**src/tep_pkg.sv**
```systemverilog
// Shared types and codes for the tree ensemble predictor.
// Used by the controller, the datapath and the top level.
package tep_pkg;

   // Request kinds carried in req_tuser
   localparam logic [1:0] MODE_NODE = 2'd0;
   localparam logic [1:0] MODE_TREE = 2'd1;
   localparam logic [1:0] MODE_BIN  = 2'd2;
   localparam logic [1:0] MODE_RUN  = 2'd3;

   // Configuration register indexes
   localparam logic [1:0] CSR_BIAS         = 2'd0;
   localparam logic [1:0] CSR_TREE_COUNT   = 2'd1;
   localparam logic [1:0] CSR_MISSING_CODE = 2'd2;

   localparam int REQ_DATA_W = 120;

   typedef enum logic [2:0] {
      ST_IDLE,
      ST_TREE,
      ST_ROOT,
      ST_NODE,
      ST_BIN,
      ST_ACC,
      ST_FIN
   } state_type;

   // Commands from controller to datapath
   typedef struct packed {
      logic init_run;
      logic tree_rd;
      logic node_rd_root;
      logic node_rd_child;
      logic bin_rd;
      logic mul;
      logic acc;
      logic mark_bad;
      logic next_tree;
      logic out_load;
   } cmd_type;

   // Status from datapath to controller
   typedef struct packed {
      logic trees_done;
      logic root_bad;
      logic is_leaf;
      logic depth_hit;
      logic child_bad;
      logic out_free;
   } status_type;

endpackage

```
**src/tep_ctrl.sv**
```systemverilog
// Run sequencer for the tree ensemble predictor.
// Depends on tep_pkg for the state, command and status types.
module tep_ctrl (
   input  logic                clock,
   input  logic                reset,
   input  logic                req_tvalid,
   input  logic [1:0]          req_mode,
   output logic                req_tready,
   input  tep_pkg::status_type status,
   output tep_pkg::cmd_type    cmd
);
   import tep_pkg::*;

   state_type state_ff, state_in;
   logic      run_start;

   assign req_tready = (state_ff == ST_IDLE);
   assign run_start  = req_tvalid && (req_mode == MODE_RUN);

   // Next state
   always_comb begin
      state_in = state_ff;
      unique case (state_ff)
         ST_IDLE: if (run_start) state_in = ST_TREE;
         ST_TREE: state_in = status.trees_done ? ST_FIN : ST_ROOT;
         ST_ROOT: state_in = status.root_bad ? ST_TREE : ST_NODE;
         ST_NODE: begin
            priority if (status.is_leaf) state_in = ST_ACC;
            else if (status.depth_hit)   state_in = ST_TREE;
            else                         state_in = ST_BIN;
         end
         ST_BIN:  state_in = status.child_bad ? ST_TREE : ST_NODE;
         ST_ACC:  state_in = ST_TREE;
         ST_FIN:  if (status.out_free) state_in = ST_IDLE;
         default: state_in = ST_IDLE;
      endcase
   end

   // Commands
   always_comb begin
      cmd = '0;
      unique case (state_ff)
         ST_IDLE: cmd.init_run = run_start;
         ST_TREE: cmd.tree_rd = !status.trees_done;
         ST_ROOT: begin
            cmd.mark_bad     = status.root_bad;
            cmd.next_tree    = status.root_bad;
            cmd.node_rd_root = !status.root_bad;
         end
         ST_NODE: begin
            priority if (status.is_leaf) begin
               cmd.mul = 1'b1;
            end else if (status.depth_hit) begin
               cmd.mark_bad  = 1'b1;
               cmd.next_tree = 1'b1;
            end else begin
               cmd.bin_rd = 1'b1;
            end
         end
         ST_BIN: begin
            cmd.mark_bad      = status.child_bad;
            cmd.next_tree     = status.child_bad;
            cmd.node_rd_child = !status.child_bad;
         end
         ST_ACC: begin
            cmd.acc       = 1'b1;
            cmd.next_tree = 1'b1;
         end
         ST_FIN:  cmd.out_load = status.out_free;
         default: cmd = '0;
      endcase
   end

   always_ff @(posedge clock) begin
      if (reset) begin
         state_ff <= ST_IDLE;
      end else begin
         state_ff <= state_in;
      end
   end

`ifndef SYNTH
   // An accumulate always returns to the next tree
   a_acc_then_tree: assert property (@(posedge clock) disable iff (reset)
      cmd.acc |=> state_ff == ST_TREE) else $error("acc not followed by tree");
`endif
endmodule

```
**config.mk**
```make
export PLATFORM = sky130hd
export DESIGN_NAME = tep_ctrl
export DESIGN_NICKNAME = d
export VERILOG_FILES = /design/src/tep_pkg.sv /design/src/tep_ctrl.sv
export SDC_FILE = /design/constraint.sdc
export NUM_CORES = 1
export LEC_CHECK = 0
export CORE_AREA = 4 4 41 43
export CTS_CLUSTER_DIAMETER = 40
export DETAILED_ROUTE_END_ITERATION = 8
export DIE_AREA = 0 0 45 47
export DONT_BUFFER_PORTS = 1
export PLACE_DENSITY = 0.48
export SLEW_MARGIN = 20
export SYNTH_ARGS = -nofsm -noshare
export SYNTH_HDL_FRONTEND = slang
export SYNTH_SLANG_ARGS = --single-unit
```
**constraint.sdc**
```tcl
create_clock -name clock -period 1.8 [get_ports clock]
set_input_delay 0.54 -clock clock [delete_from_list [all_inputs] [get_ports clock]]
set_output_delay 0.54 -clock clock [all_outputs]
set_load 0.02 [all_outputs]
```
==> results.txt <==
Worst setup EP type: output pin
Worst vdd ir: 193 µV
Top Registers: state_ff x3
# hold bufs at CTS: 0
Max reg flops: 3
WS Path Type: flip-flop to output pin
Final Setup Violations: 2
Nets: 69
DIE AREA: 2120 µm²
# DRC: 0
F_max: 541 MHz
WP buf/inv: 1
Post-route ant nets: 0
Post-synthesis cell count: 40
Crit-path max FO: 9
First DRT Iteration DRCs: 1
Die W: 45 µm
Cell Count Post-Placement: 64
Status: finished, violations left
Initial antenna violation count: 0
Worst min path class: input port to flip-flop
Die Ht: 47 µm
First-pass GRT wire length: 1.57 mm
Area after DPL: 419 µm²
Required @ worst endpoint: 1260 ps
Worst slew pin tran: 371 ps
Pleak: 0.217 nW
Unique masters post-synth: 29
Final Wtd Congestion: 0.732
Post-synth EDFFs: 0
Crit-path max cell delay: 370 ps
Mean post-synth cell area: 8.57 µm²
Relative slew slack: 75.2%
Buffers on Ports: 0
Final period util: 103%
Clock Skew: 7.78 ps
Clock Latency Late Sink: 240 ps
CTS sink count: 3
Post-synth top cells: dfxtp_1 (3), nor2_1 (3), nor3_1 (3)
Synth Net Count: 52
Yosys warnings: 0
Via/cell ratio: 5.37
Layout cells sized above 1: 51.8%
Post-synth ARST share: 0%
Worst Setup Start Kind: flip-flop
Max-slew violations: 0
Routed len/inst: 14.2 µm
Total GRT Usage: 10.0%
CTS Buf Count: 3
Mapped cell area: 343 µm²
Slowest cell on crit path: dfxtp_2
Top cell type's share of synthesized area: 17.5%
Top FF cell, synth: dfxtp_1
Top post-synthesis cells by area: dfxtp_1 (18%), clkbuf_8 (8.0%), nand4bb_1 (6.6%)
Synth area leader: dfxtp_1
Core Region: 1300 µm²
Vias in the first global route: 401
Crit path cell chain: buf_4 > nand4bb_1 > nand3_1 > and3_2
Fillers: 148
Largest net degree at the start of global routing: 10
Period minus WS final: 1850 ps
Clock root cell: clkbuf_4
Final Routed Wirelength: 1.01 mm
Layout overhead on the synthesized area: 55.1%
Vias: 381
Top Ports: 22
Final instance area: 532 µm²
Crit path DAT: 1310 ps
R2R cell count: 4
Final Instance Count excl. Fillers: 71
Drt pass-1 iters: 3
Ant diodes: 0
Worst-path clk slew: 40 ps
Final Hold Viols: 0
DP Wirelength: 723 µm
Grt ovf: 0
Max Cap Violations: 0
#FFs+latches synth: 3
Final worst setup slack: -49.5 ps
Placement Setup Slack: 148 ps
# rows: 13
CTS tree: built
Pwr Density: 561 nW/µm²
Largest Register: state_ff
Levels on crit path: 4
Hold depth: 1
# H-tree levels: 1
Failing checks: negative setup slack
Crit path max-delay family: simple AND/OR/NAND/NOR gates
Clock Path Buffers: 2
Register area share after synthesis: 17.5%
RSZ-0062 raised after global routing: yes
Initial core utilization: 26.3%
==> worst paths after layout <==
kind,from,endpoint,slack (ps)
hold / removal,reset,state_ff[0],360
hold reg to reg,state_ff[2],state_ff[0],550
setup reg to reg,state_ff[1],state_ff[2],380
setup / recovery,state_ff[1],cmd[1],-50
==> routing by layer <==
metal,routed length [µm],global-route usage [%],vias up
li1,-,-,189
met1,404,11.5,178
met2,529,17.5,14
met3,74,1.92,0
met4,0,5.26,0
met5,0,0,-
==> metrics by stage <==
| stage | power [mW] | utilization [%] | TNS (ps) | hold WS (ps) |
|---|---|---|---|---|
| after CTS | 0.289 | 37.0 | -97.9 | 353 |
| after detailed placement | 0.160 | 32.2 | 0 | 583 |
| final | 0.298 | 40.9 | -83.2 | 363 |
| after global routing | 0.317 | 40.9 | -329 | 356 |
| after global placement | 0.160 | 32.2 | 0 | 603 |
| after floorplan | 0.138 | - | 0 | 557 |
==> placed cells by master (no fill, tap or decap), types with 2 or more instances in the layout <==
master     instances
buf_4             13
nand3_1            2
dfxtp_2            2
nand2b_4           2
buf_6              2
clkbuf_4           3
nor4b_4            2
nor2_1             3
nor3_1             2
a21o_1             2
inv_1              2
nand4bb_1          2
==> power breakdown <==
group / switching, mW / internal (mW)
combinational: 0.0486 / 0.0479
sequential: 0.00785 / 0.0704
clock: 0.0400 / 0.0834
total: 0.0965 / 0.202
==> logic make-up after synthesis <==
| logic type | count (synthesis) | share of synthesized area (%) |
|---|---|---|
| and+or+nand+nor | 22 | 46.0 |
| buffers and inverters | 5 | 13.5 |
| DFF | 3 | 17.5 |
| adders and majority gates | 1 | 3.65 |
| AOI/OAI and AO/OA | 9 | 19.3 |
==> cell type report <==
type	count	area [µm²]	share of cell area, %
multi-input combinational	32	293	55.1
inverter	2	7.51	1.41
clock buffer	4	26.3	4.94
timing repair buffer	15	120	22.6
tap	15	18.8	3.53
sequential	3	66.3	12.5
==> what timing repair did <==
item	in CTS	in global routing
resized for setup	8	7
buffers inserted	2	1
endpoints found under the setup margin	4	6
pin swaps	2	0
No activity file was read; power rests on OpenSTA's default activity.
